### config.mk
export PLATFORM = sky130hd
export DESIGN_NAME = clnm_ram
export DESIGN_NICKNAME = d
export VERILOG_FILES = /design/src/rtl/core/assert_macros.svh /design/src/rtl/core/clnm_ram.sv
export SDC_FILE = /design/constraint.sdc
export NUM_CORES = 1
export LEC_CHECK = 0
export ABC_CLOCK_PERIOD_IN_PS = 6690
export BUFFER_PORTS_ARGS = -buffer_cell sky130_fd_sc_hd__clkbuf_2
export CAP_MARGIN = 20
export CORE_ASPECT_RATIO = 1.1
export CORE_MARGIN = 2
export CORE_UTILIZATION = 65
export CTS_BUF_LIST = sky130_fd_sc_hd__clkbuf_8
export CTS_CLUSTER_DIAMETER = 60
export DETAILED_ROUTE_END_ITERATION = 8
export PLACE_DENSITY = 0.82
export SYNTH_ARGS = -nofsm -noshare
export SYNTH_HDL_FRONTEND = slang
export SYNTH_SLANG_ARGS = --single-unit
### constraint.sdc
create_clock -name clock -period 6.69 [get_ports clock]
set_clock_uncertainty 0.2 [all_clocks]
set_input_delay 0.669 -clock clock [delete_from_list [all_inputs] [get_ports clock]]
set_output_delay 0.669 -clock clock [all_outputs]
set_load 0.1 [all_outputs]
### src/rtl/core/assert_macros.svh
// Assertion macros shared by the list node manager RTL.
// Needs nothing else; included by the files that carry assertions.
`ifndef ASSERT_MACROS_SVH
`define ASSERT_MACROS_SVH

// clocked check, off while reset is high
`define CLNM_ASSERT(lbl, clk, rst, prop, msg) \
   lbl: assert property (@(posedge clk) disable iff (rst) prop) else $error(msg);

// clocked check, also active during reset
`define CLNM_ASSERT_NR(lbl, clk, prop, msg) \
   lbl: assert property (@(posedge clk) prop) else $error(msg);

`endif

### src/rtl/core/clnm_ram.sv
// Generic single-write, single-read synchronous RAM, registered read data.
// Read-first on a same-address collision. No dependencies.
`default_nettype none
module clnm_ram #(
   parameter int WIDTH = 8,
   parameter int DEPTH = 128
) (
   input  wire logic                     clock,
   input  wire logic                     wr_en,
   input  wire logic [$clog2(DEPTH)-1:0] wr_addr,
   input  wire logic [WIDTH-1:0]         wr_data,
   input  wire logic                     rd_en,
   input  wire logic [$clog2(DEPTH)-1:0] rd_addr,
   output logic      [WIDTH-1:0]         rd_data
);

   logic [WIDTH-1:0] mem [DEPTH];

   always_ff @(posedge clock) begin
      if (wr_en) begin
         mem[wr_addr] <= wr_data;
      end
      if (rd_en) begin
         rd_data <= mem[rd_addr];
      end
   end

endmodule
`default_nettype wire

==> results of run 1 <==
routing by layer:
| metal | wire (microns) | up-vias | global-route usage |
|---|---|---|---|
| met5 | 27 | - | 0 |
| met4 | 2730 | 4 | 0.104 |
| met3 | 9550 | 189 | 0.0691 |
| met2 | 42000 | 1273 | 0.434 |
| met1 | 31200 | 9626 | 0.417 |
| li1 | - | 7310 | - |
logic make-up after synthesis:
logic type    count (synthesis)
simple gates                170
buf+inv                      89
mux                         344
flops                      1032
flip-flops by register name, indices dropped and copies added (netlist names):
name     count
mem       1024
rd_data      8
placed cells by master (no fill, tap or decap), types with 3 or more instances in the layout:
master	n
edfxtp_1	1032
nand3_1	12
clkinv_2	20
nand4_1	3
clkinvlp_4	6
mux2_2	8
buf_4	38
nor2b_1	7
inv_1	42
nand2_1	14
mux4_2	336
buf_12	3
clkbuf_2	20
nor3_1	8
nor2_1	122
bufinv_16	6
buf_2	3
clkbuf_8	155
clkinv_1	38
worst max path at each step:
stage	to	slack (ns)	cells past startpoint
4_1_cts	rd_data[1]	3.17	6
6_report	rd_data[1]	3.19	6
2_1_floorplan	rd_data[0]	3.18	6
5_1_grt	rd_data[4]	3.04	6
3_5_place_dp	rd_data[1]	2.32	6
3_3_place_gp	rd_data[1]	2.32	6
critical path, stage by stage:
cell and delay [ns]:
buf_8 0.59, buf_4 0.52, mux4_2 0.61, mux4_2 0.53
mux4_2 0.54, mux2_2 0.28
report_power, final:
group / leakage [uW] / internal (uW) / switching [uW]
registers: 0.00928 / 7150 / 15.9
logic: 0.00265 / 260 / 414
clock network: 0.00158 / 2390 / 2270
total: 0.0135 / 9800 / 2700
area by class of cell:
cell class              count  share of cell area
diodes                      1           0.0000572
repair buffers             68              0.0125
clock buffers             155              0.0488
multi-input cells         514               0.191
well taps                 824              0.0236
flip-flops and latches   1032               0.709
clock inverters           115              0.0150
metrics by stage:
stage               total power, uW  std cells   util  setup WS, ns
floorplan                      7690       1635      -          3.18
global placement               7950       2433  0.673          2.32
detailed placement             7970       2436  0.673          2.32
CTS                           12500       2706  0.719          3.17
global route                  12800       2709  0.720          3.04
finish                        12500       2709  0.720          3.19
==> impl_metrics.py, run 1 <==
metrics = {
    "clock_tree": {
        "insertion_delay_ns": 0.80,
        "cts_sinks": 1032,
        "cts.repair.resized": 0,
        "root_buffer": "clkbuf_8",
        "cts_inserted_buffers": 150,
        "h-tree-depth": 4,
        "post_cts_buffers": 0,
        "cts_max_path_buffers": 3,
        "cts_tree": "yes",
        "cts_hold_buf": 0,
        "path_clk_slew_ns": 0.07,
    },
    "finish": {
        "regArea_sq_um": 31000,
        "multi_input_area_sq_um": 8360,
        "area_growth_syn_to_layout_pct": 9.99,
        "design_area_sq_um": 43700,
        "fin_nets": 1791,
        "drive_gt1_frac": 0.320,
        "nFillCells": 3181,
    },
    "yosys": {
        "ys_types": 16,
        "synth_top_area_cell": "edfxtp_1",
        "async_flop_share": 0,
        "synth_fa_ha_area_frac": 0,
        "synth_xor_area_frac": 0,
        "yosys_warnings": 0,
        "synth-seq-cells": 1032,
        "synth-compound-area-share": 0,
        "yosys.cell_count.top_type": "edfxtp_1",
        "synth_flop_cell": "edfxtp_1",
        "synthMuxAreaShare": 0.193,
        "synth.avg_cell_area_sq_um": 24.3,
        "ys_seq_area_frac": 0.780,
        "synth.area.top_cells": "edfxtp_1 78%, mux4_2 19%, nor2_1 1.2%",
        "syn_nets": 1660,
        "netlist_area_sq_um": 39700,
        "netlist_instances": 1635,
        "synth_top_cells_by_count": "1,032 x edfxtp_1, 336 x mux4_2, 122 x nor2_1",
        "synthDominantCellAreaShare": 0.780,
        "synth_top_family_by_area": "multiplexers",
        "synth_edf_count": 1032,
        "synthSimpleGateAreaFrac": 0.0175,
    },
    "worst_hold_path": {
        "whs_path_depth": 1,
        "hold_path_class": "in2reg",
        "holdPathEnd": "mem[110][5]",
        "hp-start": "wr_data[5]",
    },
    "timing": {
        "final_max_slew_viol_count": 0,
        "slew_headroom": 0.202,
        "rsz0062_at_grt": "false",
        "hold_ws_ns": 0.108,
        "tns_ns": 0,
        "timing.fmax_mhz": 285,
        "period_share": 0.524,
        "hold_violations": 0,
        "final-setup-viol-count": 0,
        "min_period_ns": 3.50,
        "worst-slew-pin-transition_ns": 1.19,
    },
    "detailed_routing": {
        "dr_total_vias": 18402,
        "vias_per_cell": 6.79,
        "wl_per_cell_microns": 31.6,
        "first_pass_iters": 6,
        "wl_microns": 85500,
        "drt_iter0_drc": 2879,
        "drc_errors": 0,
        "ant_nets": 0,
    },
    "placed_design": {
        "numPortBuffers": 32,
        "place.gp.congestion": 0.828,
        "post-dp-hpwl_microns": 53000,
        "postPlaceCellArea_sq_um": 40900,
    },
    "grt": {
        "grtUsageTotal": 0.286,
        "first_global_vias": 18687,
        "grt_pass1_wl_microns": 126000,
        "grt_max_degree": 129,
        "antenna_found_initial": 4,
        "gr-total-overflow": 0,
    },
    "floorplan": {
        "io_pins": 33,
        "die_h_microns": 263,
        "fp.dieW_microns": 240,
        "die-area_sq_um": 63100,
        "core_area_sq_um": 60700,
        "placementRows": 95,
        "start_util": 0.654,
    },
    "setup_path": {
        "r2r_end": "rd_data[2]",
        "worstPathArrival_ns": 3.86,
        "endpoint_kind": "flip-flop",
        "r2r_start": "mem[109][2]",
        "reg2regPathDepth": 4,
        "crit_start": "rd_addr[0]",
        "cp_data_required_time_ns": 7.04,
        "start_kind": "primary input",
        "worst-path-max-fanout": 74,
        "path_class": "in2reg",
        "r2r_setup_slack_ns": 3.95,
    },
    "outcome": {
        "status": "finished clean",
    },
    "power_and_ir_drop": {
        "p_leak_uw": 0.0135,
        "ir_worst_vdd_v": 0.000217,
        "power.density_nw_per_um2": 286,
    },
    "run": {
        "cap_violations": 0,
    },
}
Note: power is estimated with default switching activity, not from simulation.
==> run 2, diff against run 1 <==
--- a/config.mk
+++ b/config.mk
@@ -5,7 +5,7 @@
 export SDC_FILE = /design/constraint.sdc
 export NUM_CORES = 1
 export LEC_CHECK = 0
-export ABC_CLOCK_PERIOD_IN_PS = 6690
+export ABC_CLOCK_PERIOD_IN_PS = 3500
 export BUFFER_PORTS_ARGS = -buffer_cell sky130_fd_sc_hd__clkbuf_2
 export CAP_MARGIN = 20
 export CORE_ASPECT_RATIO = 1.1
==> constraint.sdc (replaced) <==
create_clock -name clock -period 3.5 [get_ports clock]
set_clock_uncertainty 0.2 [all_clocks]
set_input_delay 0.35 -clock clock [delete_from_list [all_inputs] [get_ports clock]]
set_output_delay 0.35 -clock clock [all_outputs]
set_load 0.1 [all_outputs]
==> run 2 against run 1 <==
Cell area rose by 3.1%; via count grew 4.0%; cell count increased by 4.8%; clock-buffer cell count rose by 6; hold slack got worse by 0.037 ns; utilization grew 2.2 points; register-to-register slack got worse by 3.2 ns; combinational power up 110%; first-iteration DRC count up 5.2%; die area unchanged; largest power group unchanged; highest routed layer unchanged.
==> impl_metrics.py, run 2 (same netlist as run 1, synthesis figures left out) <==
metrics = {
    "timing": {
        "tns_ns": 0,
        "rsz0062_at_grt": "false",
        "worst-slew-pin-transition_ns": 0.986,
        "hold_violations": 0,
        "timing.fmax_mhz": 361,
        "final_max_slew_viol_count": 0,
        "min_period_ns": 2.77,
        "period_share": 0.792,
        "final-setup-viol-count": 0,
        "slew_headroom": 0.343,
    },
    "floorplan": {
        "fp.dieW_microns": 240,
        "die_h_microns": 263,
        "start_util": 0.654,
        "die-area_sq_um": 63100,
        "core_area_sq_um": 60700,
        "placementRows": 95,
        "io_pins": 33,
    },
    "finish": {
        "final_cells": 2840,
        "fin_nets": 1924,
        "nFillCells": 3044,
        "regMostFlops": "mem",
        "largest_reg_flops": 1024,
        "drive_gt1_frac": 0.359,
        "area_growth_syn_to_layout_pct": 13.4,
        "layout_common_cells": "1,032 x edfxtp_1, 336 x mux4_2, 161 x clkbuf_8",
        "top_regs": "mem: 1024 flops, rd_data: 8 flops",
        "layout_commonest_cell": "edfxtp_1",
        "design_area_sq_um": 45100,
    },
    "worst_hold_path": {
        "whs_path_depth": 4,
        "holdPathEnd": "mem[78][6]",
        "hp-start": "wr_addr[1]",
        "hold_path_class": "in2reg",
    },
    "setup_path": {
        "critical_path_buf_inv_count": 0,
        "worstPathArrival_ns": 3.12,
        "endpoint_kind": "flip-flop",
        "cp_slowest_stage_delay_ns": 0.58,
        "cpMaxStageDelayCell": "mux4_2",
        "worst-path-max-fanout": 1,
        "cp_top_family": "multiplexers",
        "r2r_setup_slack_ns": 0.73,
        "crit_chain": "mux4_2, mux4_2, mux4_2, mux2_2",
        "r2r_end": "rd_data[6]",
        "reg2regPathDepth": 4,
        "cp_data_required_time_ns": 3.85,
        "cpMostUsedCell": "mux4_2",
        "start_kind": "flip-flop",
        "r2r_start": "mem[23][6]",
        "path_class": "reg2reg",
    },
    "clock_tree": {
        "path_clk_slew_ns": 0.07,
        "cts_tree": "yes",
        "cts_inserted_buffers": 154,
        "post_cts_buffers": 0,
        "cts_max_path_buffers": 3,
        "cts_sinks": 1032,
        "h-tree-depth": 4,
        "root_buffer": "clkbuf_8",
        "insertion_delay_ns": 0.81,
    },
    "placed_design": {
        "dp_cells": 2555,
        "numPortBuffers": 32,
        "place.gp.congestion": 0.827,
        "post-dp-hpwl_microns": 55400,
        "postPlaceCellArea_sq_um": 42100,
    },
    "power_and_ir_drop": {
        "p_clk_frac": 0.372,
        "p_leak_uw": 0.0143,
        "swShare": 0.219,
        "p_int_uw": 18800,
        "p_switching_uw": 5260,
        "power.density_nw_per_um2": 533,
        "ir_worst_vdd_v": 0.000511,
        "seqPwrFrac": 0.569,
        "pwr-share-comb": 0.059,
    },
    "detailed_routing": {
        "first_pass_iters": 5,
        "dr_total_vias": 19144,
        "wl_microns": 90100,
        "wl_per_cell_microns": 31.7,
        "vias_per_cell": 6.74,
        "drc_errors": 0,
        "ant_nets": 0,
        "drt_iter0_drc": 3030,
    },
    "grt": {
        "grt_pass1_wl_microns": 133000,
        "first_global_vias": 19615,
        "gr-total-overflow": 0,
        "antenna_found_initial": 8,
        "grtUsageTotal": 0.301,
        "grt_max_degree": 129,
    },
    "run": {
        "cap_violations": 0,
    },
    "outcome": {
        "status": "finished clean",
    },
}
run 2: area by class of cell:
type	instances	area (sq um)	area share
antenna	4	10.0	0.000222
clock buffer	161	2220	0.0492
clock inverter	108	567	0.0126
multi-input combinational	514	8350	0.185
sequential	1032	31000	0.688
tap	824	1030	0.0229
timing repair buffer	197	1910	0.0423
run 2: stage by stage:
| stage | hold slack [ns] | util | worst slack (ns) | total power [uW] |
|---|---|---|---|---|
| 2_1_floorplan | 0.249 | - | 0.307 | 14700 |
| 3_3_place_gp | 0.643 | 0.694 | 0.0754 | 15300 |
| 3_5_place_dp | 0.628 | 0.694 | 0.0683 | 15300 |
| 4_1_cts | 0.00306 | 0.741 | 0.735 | 24100 |
| 5_1_grt | 0.0749 | 0.742 | 0.691 | 24700 |
| 6_report | 0.0714 | 0.742 | 0.729 | 24000 |
run 2: tightest hold or removal path: stages:
cell	delay [ns]
clkbuf_2	0.17
nand2_1	0.14
nor3_1	0.05
buf_4	0.19
run 2: per-layer routing:
layer	GRT usage	vias to the layer above	wire length [microns]
li1	-	7569	-
met1	0.426	9935	31500
met2	0.466	1447	44500
met3	0.0841	191	11300
met4	0.100	2	2710
met5	0.00155	-	13
run 2: how the worst max path moves through the flow:
stage | from | endpoint | slack, ns | depth (start not counted)
2_1_floorplan | rd_addr[0] | rd_data[0] | 0.31 | 6
3_3_place_gp | rd_addr[0] | rd_data[5] | 0.08 | 6
3_5_place_dp | rd_addr[0] | rd_data[5] | 0.07 | 6
4_1_cts | mem[7][1] | rd_data[1] | 0.73 | 4
5_1_grt | mem[7][1] | rd_data[1] | 0.69 | 4
6_report | mem[23][6] | rd_data[6] | 0.73 | 4
run 2: timing repair:
action,in CTS,in global routing
hold endpoints to repair,329,59
hold buffers,7,3
gates resized for setup,0,0
run 2: power groups by stage:
stage	registers (uW)	clock network, uW	logic (uW)
after floorplan	14000	0	690
after global placement	13900	0	1340
after detailed placement	13900	0	1390
after CTS	13700	9050	1400
after global routing	13700	9570	1470
final	13700	8940	1410
