**config.mk**
```make
export PLATFORM = sky130hd
export DESIGN_NAME = clnm_seq
export DESIGN_NICKNAME = d
export VERILOG_FILES = /design/src/rtl/core/assert_macros.svh /design/src/rtl/core/clnm_pkg.sv /design/src/rtl/core/clnm_seq.sv
export SDC_FILE = /design/constraint.sdc
export NUM_CORES = 1
export LEC_CHECK = 0
export ABC_AREA = 1
export BUFFER_PORTS_ARGS = -buffer_cell sky130_fd_sc_hd__buf_2
export CAP_MARGIN = 20
export CORE_ASPECT_RATIO = 0.6
export CORE_MARGIN = 2
export CORE_UTILIZATION = 52
export DETAILED_ROUTE_END_ITERATION = 8
export PLACE_DENSITY = 0.8
export SKIP_CTS_REPAIR_TIMING = 1
export SLEW_MARGIN = 10
export SYNTH_ARGS = -nofsm -noshare
export SYNTH_HDL_FRONTEND = slang
export SYNTH_SLANG_ARGS = --single-unit
```
**constraint.sdc**
```tcl
create_clock -name clock -period 5.3 [get_ports clock]
set_input_delay 1.06 -clock clock [delete_from_list [all_inputs] [get_ports clock]]
set_output_delay 1.06 -clock clock [all_outputs]
set_load 0.03 [all_outputs]
```
**src/rtl/core/assert_macros.svh**
```systemverilog
// Assertion macros shared by the list node manager RTL.
// Needs nothing else; included by the files that carry assertions.
`ifndef ASSERT_MACROS_SVH
`define ASSERT_MACROS_SVH

// clocked check, off while reset is high
`define CLNM_ASSERT(lbl, clk, rst, prop, msg) \
   lbl: assert property (@(posedge clk) disable iff (rst) prop) else $error(msg);

// clocked check, also active during reset
`define CLNM_ASSERT_NR(lbl, clk, prop, msg) \
   lbl: assert property (@(posedge clk) prop) else $error(msg);

`endif

```
**src/rtl/core/clnm_pkg.sv**
```systemverilog
// Package for the cursor list node manager: request/response word types,
// opcodes and status codes. No dependencies.
`default_nettype none
package clnm_pkg;

   localparam int POS_W = 7;

   typedef enum logic [1:0] {
      OP_INSERT = 2'd0,
      OP_DELETE = 2'd1,
      OP_MERGE  = 2'd2,
      OP_READ   = 2'd3
   } op_code_type;

   localparam logic [1:0] STATUS_OK     = 2'd0;
   localparam logic [1:0] STATUS_FULL   = 2'd1;
   localparam logic [1:0] STATUS_NOSUCC = 2'd2;

   localparam logic signed [7:0] NODE_NONE = 8'shFF;

   typedef struct packed {
      op_code_type        req_type;
      logic [POS_W-1:0]   position;
      logic [POS_W-1:0]   second_position;
      logic signed [31:0] value;
   } clnm_req_word_type;

   typedef struct packed {
      logic [1:0]         status;
      logic signed [7:0]  node;
      logic signed [31:0] element_out;
      logic signed [7:0]  next_out;
   } clnm_rsp_word_type;

endpackage
`default_nettype wire

```
**src/rtl/core/clnm_seq.sv**
```systemverilog
// Sequencer of the list node manager: runs each request as a series of
// read/modify/write steps on the link and element RAMs. Uses clnm_pkg.
`default_nettype none
module clnm_seq #(
   parameter int NODES         = 128,
   parameter int ELEMENT_WIDTH = 32
) (
   input  wire logic                              clock,
   input  wire logic                              reset,
   input  wire logic                              start,
   input  clnm_pkg::op_code_type                  op_in,
   input  wire logic [$clog2(NODES)-1:0]          p_in,
   input  wire logic [$clog2(NODES)-1:0]          h_in,
   input  wire logic [ELEMENT_WIDTH-1:0]          val_in,
   output logic                                   ready,
   output logic                                   res_valid,
   input  wire logic                              res_taken,
   output clnm_pkg::clnm_rsp_word_type            res_data,
   output logic                                   link_rd_en,
   output logic [$clog2(NODES)-1:0]               link_rd_addr,
   input  wire logic [$clog2(NODES):0]            link_rd_data,
   output logic                                   link_wr_en,
   output logic [$clog2(NODES)-1:0]               link_wr_addr,
   output logic [$clog2(NODES):0]                 link_wr_data,
   output logic                                   elem_rd_en,
   input  wire logic [ELEMENT_WIDTH-1:0]          elem_rd_data,
   output logic                                   elem_wr_en,
   output logic [$clog2(NODES)-1:0]               elem_wr_addr,
   output logic [ELEMENT_WIDTH-1:0]               elem_wr_data
);
   import clnm_pkg::*;

   localparam int IW = $clog2(NODES);
   localparam int LW = IW + 1;
   localparam int HW = $clog2(NODES + 1);
   localparam int NW = (IW > 8) ? IW : 8;
   localparam int XW = (ELEMENT_WIDTH > 32) ? ELEMENT_WIDTH : 32;
   localparam logic [LW-1:0] LINK_NULL = {1'b1, {IW{1'b0}}};

   typedef enum logic [3:0] {
      ST_CLEAR,
      ST_IDLE,
      INS_FREE,
      INS_NEXT,
      INS_POS,
      INS_LINK,
      DEL_SUCC,
      DEL_NEXT,
      DEL_FREE,
      MRG_WALK,
      MRG_HDR,
      MRG_FREE,
      RD_DATA,
      ST_OUT
   } state_type;

   state_type         state_ff;
   logic [IW-1:0]     clr_ff;
   logic [IW-1:0]     fh_ff;
   logic [IW-1:0]     p_ff;
   logic [IW-1:0]     h_ff;
   logic [IW-1:0]     q_ff;
   logic [IW-1:0]     t_ff;
   logic [HW-1:0]     hops_ff;
   logic [LW-1:0]     lq_ff;
   logic [ELEMENT_WIDTH-1:0] val_ff;
   clnm_rsp_word_type res_ff;

   logic              d_null;
   logic [IW-1:0]     d_idx;
   logic [LW-1:0]     lp_fwd;
   logic              walk_more;
   logic [NW-1:0]     node_wide;
   logic [NW-1:0]     next_wide;
   logic signed [XW-1:0] elem_ext;

   assign d_null    = link_rd_data[IW];
   assign d_idx     = link_rd_data[IW-1:0];
   assign lp_fwd    = (p_ff == fh_ff) ? lq_ff : link_rd_data;
   assign walk_more = !d_null && (hops_ff != HW'(NODES - 1));
   assign node_wide = NW'(p_ff);
   assign next_wide = NW'(d_idx);
   assign elem_ext  = XW'(signed'(elem_rd_data));

   assign ready     = (state_ff == ST_IDLE);
   assign res_valid = (state_ff == ST_OUT);
   assign res_data  = res_ff;

   always_comb begin
      link_rd_en   = 1'b0;
      link_rd_addr = p_in;
      link_wr_en   = 1'b0;
      link_wr_addr = p_ff;
      link_wr_data = lp_fwd;
      elem_rd_en   = 1'b0;
      elem_wr_en   = 1'b0;
      elem_wr_addr = q_ff;
      elem_wr_data = val_ff;
      case (state_ff)
         ST_CLEAR: begin
            link_wr_en   = 1'b1;
            link_wr_addr = clr_ff;
            link_wr_data = (clr_ff == IW'(NODES - 1)) ? LINK_NULL : {1'b0, clr_ff + 1'b1};
            elem_wr_en   = 1'b1;
            elem_wr_addr = clr_ff;
            elem_wr_data = '0;
         end
         ST_IDLE: begin
            link_rd_en   = start;
            link_rd_addr = (op_in == OP_INSERT) ? fh_ff : p_in;
            elem_rd_en   = start && (op_in == OP_READ);
         end
         INS_FREE: begin
            link_rd_en   = !d_null;
            link_rd_addr = d_idx;
         end
         INS_NEXT: begin
            link_wr_en   = 1'b1;
            link_wr_addr = fh_ff;
            link_wr_data = link_rd_data;
            elem_wr_en   = 1'b1;
            link_rd_en   = 1'b1;
            link_rd_addr = p_ff;
         end
         INS_POS: begin
            link_wr_en   = 1'b1;
            link_wr_addr = q_ff;
            link_wr_data = lp_fwd;
         end
         INS_LINK: begin
            link_wr_en   = 1'b1;
            link_wr_addr = p_ff;
            link_wr_data = {1'b0, q_ff};
         end
         DEL_SUCC: begin
            link_rd_en   = !d_null;
            link_rd_addr = d_idx;
         end
         DEL_NEXT: begin
            link_wr_en   = 1'b1;
            link_wr_addr = p_ff;
            link_wr_data = link_rd_data;
         end
         DEL_FREE: begin
            link_wr_en   = 1'b1;
            link_wr_addr = q_ff;
            link_wr_data = {1'b0, fh_ff};
         end
         MRG_WALK: begin
            link_rd_en   = 1'b1;
            link_rd_addr = walk_more ? d_idx : h_ff;
         end
         MRG_HDR: begin
            link_wr_en   = 1'b1;
            link_wr_addr = t_ff;
            link_wr_data = link_rd_data;
         end
         MRG_FREE: begin
            link_wr_en   = 1'b1;
            link_wr_addr = h_ff;
            link_wr_data = {1'b0, fh_ff};
         end
         default: begin
         end
      endcase
   end

   always_ff @(posedge clock) begin
      if (reset) begin
         state_ff <= ST_CLEAR;
         clr_ff   <= '0;
         fh_ff    <= '0;
      end else begin
         case (state_ff)
            ST_CLEAR: begin
               clr_ff <= clr_ff + 1'b1;
               if (clr_ff == IW'(NODES - 1)) begin
                  state_ff <= ST_IDLE;
               end
            end
            ST_IDLE: begin
               if (start) begin
                  p_ff    <= p_in;
                  h_ff    <= h_in;
                  t_ff    <= p_in;
                  val_ff  <= val_in;
                  hops_ff <= '0;
                  res_ff.status      <= STATUS_OK;
                  res_ff.node        <= NODE_NONE;
                  res_ff.element_out <= '0;
                  res_ff.next_out    <= NODE_NONE;
                  case (op_in)
                     OP_INSERT: state_ff <= INS_FREE;
                     OP_DELETE: state_ff <= DEL_SUCC;
                     OP_MERGE:  state_ff <= MRG_WALK;
                     default:   state_ff <= RD_DATA;
                  endcase
               end
            end
            INS_FREE: begin
               q_ff <= d_idx;
               if (d_null) begin
                  res_ff.status <= STATUS_FULL;
                  state_ff      <= ST_OUT;
               end else begin
                  state_ff <= INS_NEXT;
               end
            end
            INS_NEXT: begin
               lq_ff    <= link_rd_data;
               state_ff <= INS_POS;
            end
            INS_POS: begin
               state_ff <= INS_LINK;
            end
            INS_LINK: begin
               res_ff.node <= signed'(NW'(q_ff) & NW'(8'hFF));
               state_ff    <= ST_OUT;
            end
            DEL_SUCC: begin
               q_ff <= d_idx;
               if (d_null) begin
                  res_ff.status <= STATUS_NOSUCC;
                  state_ff      <= ST_OUT;
               end else begin
                  state_ff <= DEL_NEXT;
               end
            end
            DEL_NEXT: begin
               state_ff <= DEL_FREE;
            end
            DEL_FREE: begin
               fh_ff       <= q_ff;
               res_ff.node <= signed'(NW'(q_ff) & NW'(8'hFF));
               state_ff    <= ST_OUT;
            end
            MRG_WALK: begin
               if (!d_null) begin
                  t_ff    <= d_idx;
                  hops_ff <= hops_ff + 1'b1;
               end
               if (!walk_more) begin
                  state_ff <= MRG_HDR;
               end
            end
            MRG_HDR: begin
               state_ff <= MRG_FREE;
            end
            MRG_FREE: begin
               fh_ff       <= h_ff;
               res_ff.node <= signed'(NW'(h_ff) & NW'(8'hFF));
               state_ff    <= ST_OUT;
            end
            RD_DATA: begin
               res_ff.node        <= node_wide[7:0];
               res_ff.element_out <= elem_ext[31:0];
               res_ff.next_out    <= d_null ? NODE_NONE : next_wide[7:0];
               state_ff           <= ST_OUT;
            end
            ST_OUT: begin
               if (res_taken) begin
                  state_ff <= ST_IDLE;
               end
            end
            default: begin
               state_ff <= ST_IDLE;
            end
         endcase
      end
   end

endmodule
`default_nettype wire

```
==> impl_results.md <==
* Outcome: finished, final reports clean
* I/O pins at 209
* Core area at 13000 um^2
* Reg2Reg Setup Slack at 2.52 ns
* Initial Util at 53.9%
* Area added between synthesis and finish at 26.3%
* Placement Setup Slack at 1.90 ns
* Die Span Y at 93.8 um
* Cell Rows at 32
* Slew Viols, Final at 0
* Kind of cell adding the most delay to the critical path: simple AND/OR/NAND/NOR gates
* CTS tree: yes
* Syn nets at 882
* Post-Syn Area at 6990 um^2
* Pwr/cell area at 294 nW/um^2
* Overall Power at 2.60 mW
* Critical-path cell list: nor2_2 -> nand2_4 -> inv_2 -> nand2_1 -> inv_2 -> nand2_1 -> o21ai_0 -> nor2_1 -> nand2_1 -> buf_2
* CTS max path bufs at 2
* Tcrit/Tclk final at 75.7%
* WP data arrival at 2.95 ns
* Layout Nets at 1096
* Yosys reg bits at 144
* Post-synthesis cell type count at 36
* Clk slew on worst S/H paths at 0.07 ns
* Hold Path Class: register to register
* Mapped Cells at 788
* First-pass GRT wire length at 32800 um
* Chip width at 154 um
* Final-report setup violation count at 0
* CP required at 4.24 ns
* Area of the die at 14400 um^2
* Critical path type: register to primary output
* Final Wtd Congestion at 1.02
* Hold path cells at 2
* Hold Violations, Final at 0
* Multi-input logic area at 2300 um^2
* DP Wirelength at 16100 um
* Relative slew slack at 22.2%
* PortBufs at 208
* Achievable Freq at 249 MHz
* GRT Util Overall at 30.2%
* Final ANT Viol Nets at 0
* Clk_lat worst skew at 0.43 ns
* Drt pass-1 iters at 7
* Worst-Margin Slew at 1.16 ns
* Clock Sinks at 144
* Worst-path fanout max at 45
* Yosys top cell by area: edfxtp_1
* Worst Reg-to-Reg Cells at 7
* Setup Skew at 0.00629 ns
* Sequential area share after synthesis at 59.3%
* Reg2reg end: t_ff[3]
* Hold path endpoint: fh_ff[5]
* Fraction of layout cells with a size suffix above 1 at 27.2%
* Min cycle time layout at 4.01 ns
* Worst Min Path Start: fh_ff[5]
* DP Cell Count at 1153
* Crit path max-delay cell type: inv_2
* Slowest Stage Delay on Critical Path at 0.60 ns
* Crit path launch type: register
* Largest net degree at the start of global routing at 47
* Post-Route WL at 22000 um
* Util after Layout at 68.1%
* Most frequent cells in the layout: buf_2 (208), nand2_1 (207), edfxtp_1 (126)
* Maximum vdd drop at 0.213 mV
* Diode count at 0
* Drc violations at 0
* Setup crit end kind: primary output
* Filler Cells Inserted at 1033
* Mean area per synthesized cell at 8.87 um^2
* R2R Path Start: state_ff[3]
* Wirelength per Cell at 18.5 um
* Max Cap Viol at 0
* Yosys top cell area share at 54.1%
* Num CTS Buffers at 17
* Commonest non-fill, non-tap cell in the layout: buf_2
* Total grt overflow at 0
* Leak Pwr at 4.13 nW
* Vias in the first global route at 5941
* Worst path bufs/invs at 3
* Initial antenna violation count at 0
* DR iter-0 viols at 1021
* Setup ws final at 1.29 ns
* Synth Warn # at 0
* Unrepaired setup endpoints after global routing: no
* Seq. cell area at 4140 um^2
* Fin Setup TNS at 0 ns
* CP most frequent cell: nand2_1
* H-tree depth at 4
* Vias/cell at 5.57
* Finished Layout Cells at 1185
* Via Count at 6605
* Ranking of synthesized cells by area: edfxtp_1 (54%), nand2_1 (11%), inv_1 (6.4%), nor2_1 (6.1%), dfxtp_1 (5.2%)
* CTS root buf: clkbuf_16
==> flip-flops by register name, summed over array words and instances (netlist names) <==
signal and cells:
t_ff 7, res_data 50, clr_ff 7, q_ff 7, hops_ff 8, val_ff 32
lq_ff 8, state_ff 4, p_ff 7, h_ff 7, fh_ff 7
==> where the power goes <==
group,internal (mW),leakage (nW),switching (mW)
Clock,0.718,0.297,0.533
Combinational,0.0448,2.55,0.0757
Sequential,1.22,1.28,0.00360
Total,1.99,4.13,0.612
==> per-layer routing <==
layer	part of all wire, %	up-vias	track usage (%)
li1	-	3003	-
met1	40	3021	44.5
met2	40	526	40.4
met3	18	55	12.3
met4	2.0	0	9.02
met5	0	-	0
==> worst reg2reg max path, cell delays in order (launching register included) <==
cell,delay (ns)
dfxtp_1,0.55
inv_2,0.11
nor2_2,0.18
nand2_1,0.54
nor2_1,0.34
nor2_1,0.07
nor2_1,0.37
buf_4,0.30
==> cell families (layout without fill, tap and decap cells) <==
family / count (synthesis) / in the layout / share of synthesized area (%)
AND/OR/NAND/NOR: 412 / 412 / 25.1
flip-flops: 144 / 144 / 59.3
AO/OA/AOI/OAI: 81 / 81 / 6.76
XOR/XNOR: 4 / 4 / 0.501
buffers and inverters: 145 / 372 / 8.00
adder cells (fa/ha/maj): 2 / 2 / 0.358
==> worst max-delay path by stage <==
stage / from / end / slack [ns] / depth (start not counted)
floorplan: reset / h_ff[0] / 0.33 / 2
global placement: state_ff[3] / link_wr_data[6] / 1.96 / 10
detailed placement: state_ff[3] / link_wr_data[6] / 1.90 / 10
CTS: state_ff[3] / link_wr_data[6] / 1.40 / 10
global route: state_ff[3] / link_wr_data[6] / 1.19 / 10
finish: state_ff[3] / link_wr_data[6] / 1.29 / 10
==> through the flow <==
| stage | area, um^2 | hold WS, ns |
|---|---|---|
| 4_1_cts | 8830 | 0.495 |
| 3_5_place_dp | 8210 | 0.485 |
| 6_report | 8830 | 0.499 |
| 2_1_floorplan | 6990 | 0.458 |
| 5_1_grt | 8830 | 0.512 |
| 3_3_place_gp | 8210 | 0.486 |
==> cells in the mapped netlist <==
cell and number:
nand2_1 207, edfxtp_1 126, inv_1 119, nor2_1 113, nand3_1 49, o21ai_0 29
a21oi_1 18, dfxtp_1 18, nand4_1 12, a22oi_1 11, nor2_2 9, clkbuf_1 8
inv_2 8, a31oi_1 6, o22ai_1 6, a211oi_1 5, nand2_2 5, nor3_1 5
buf_1 3, buf_2 3, buf_4 3, nand3b_1 3, nor2_4 3, xnor2_1 3
ha_1 2, nor3_4 2, nor3b_1 2, o21ai_1 2, a21oi_2 1, clkinv_1 1
nand2_4 1, o211ai_1 1, o21a_1 1, o21ai_2 1, or3_1 1, xor2_1 1
==> area by class of cell <==
type / count / share of cell area (%)
tap: 170 / 2.41
sequential: 144 / 46.9
clock buffer: 17 / 4.82
clock inverter: 15 / 2.20
multi-input combinational: 499 / 26.1
inverter: 128 / 5.44
timing repair buffer: 212 / 12.1
Power figures use the tool's default switching activity.
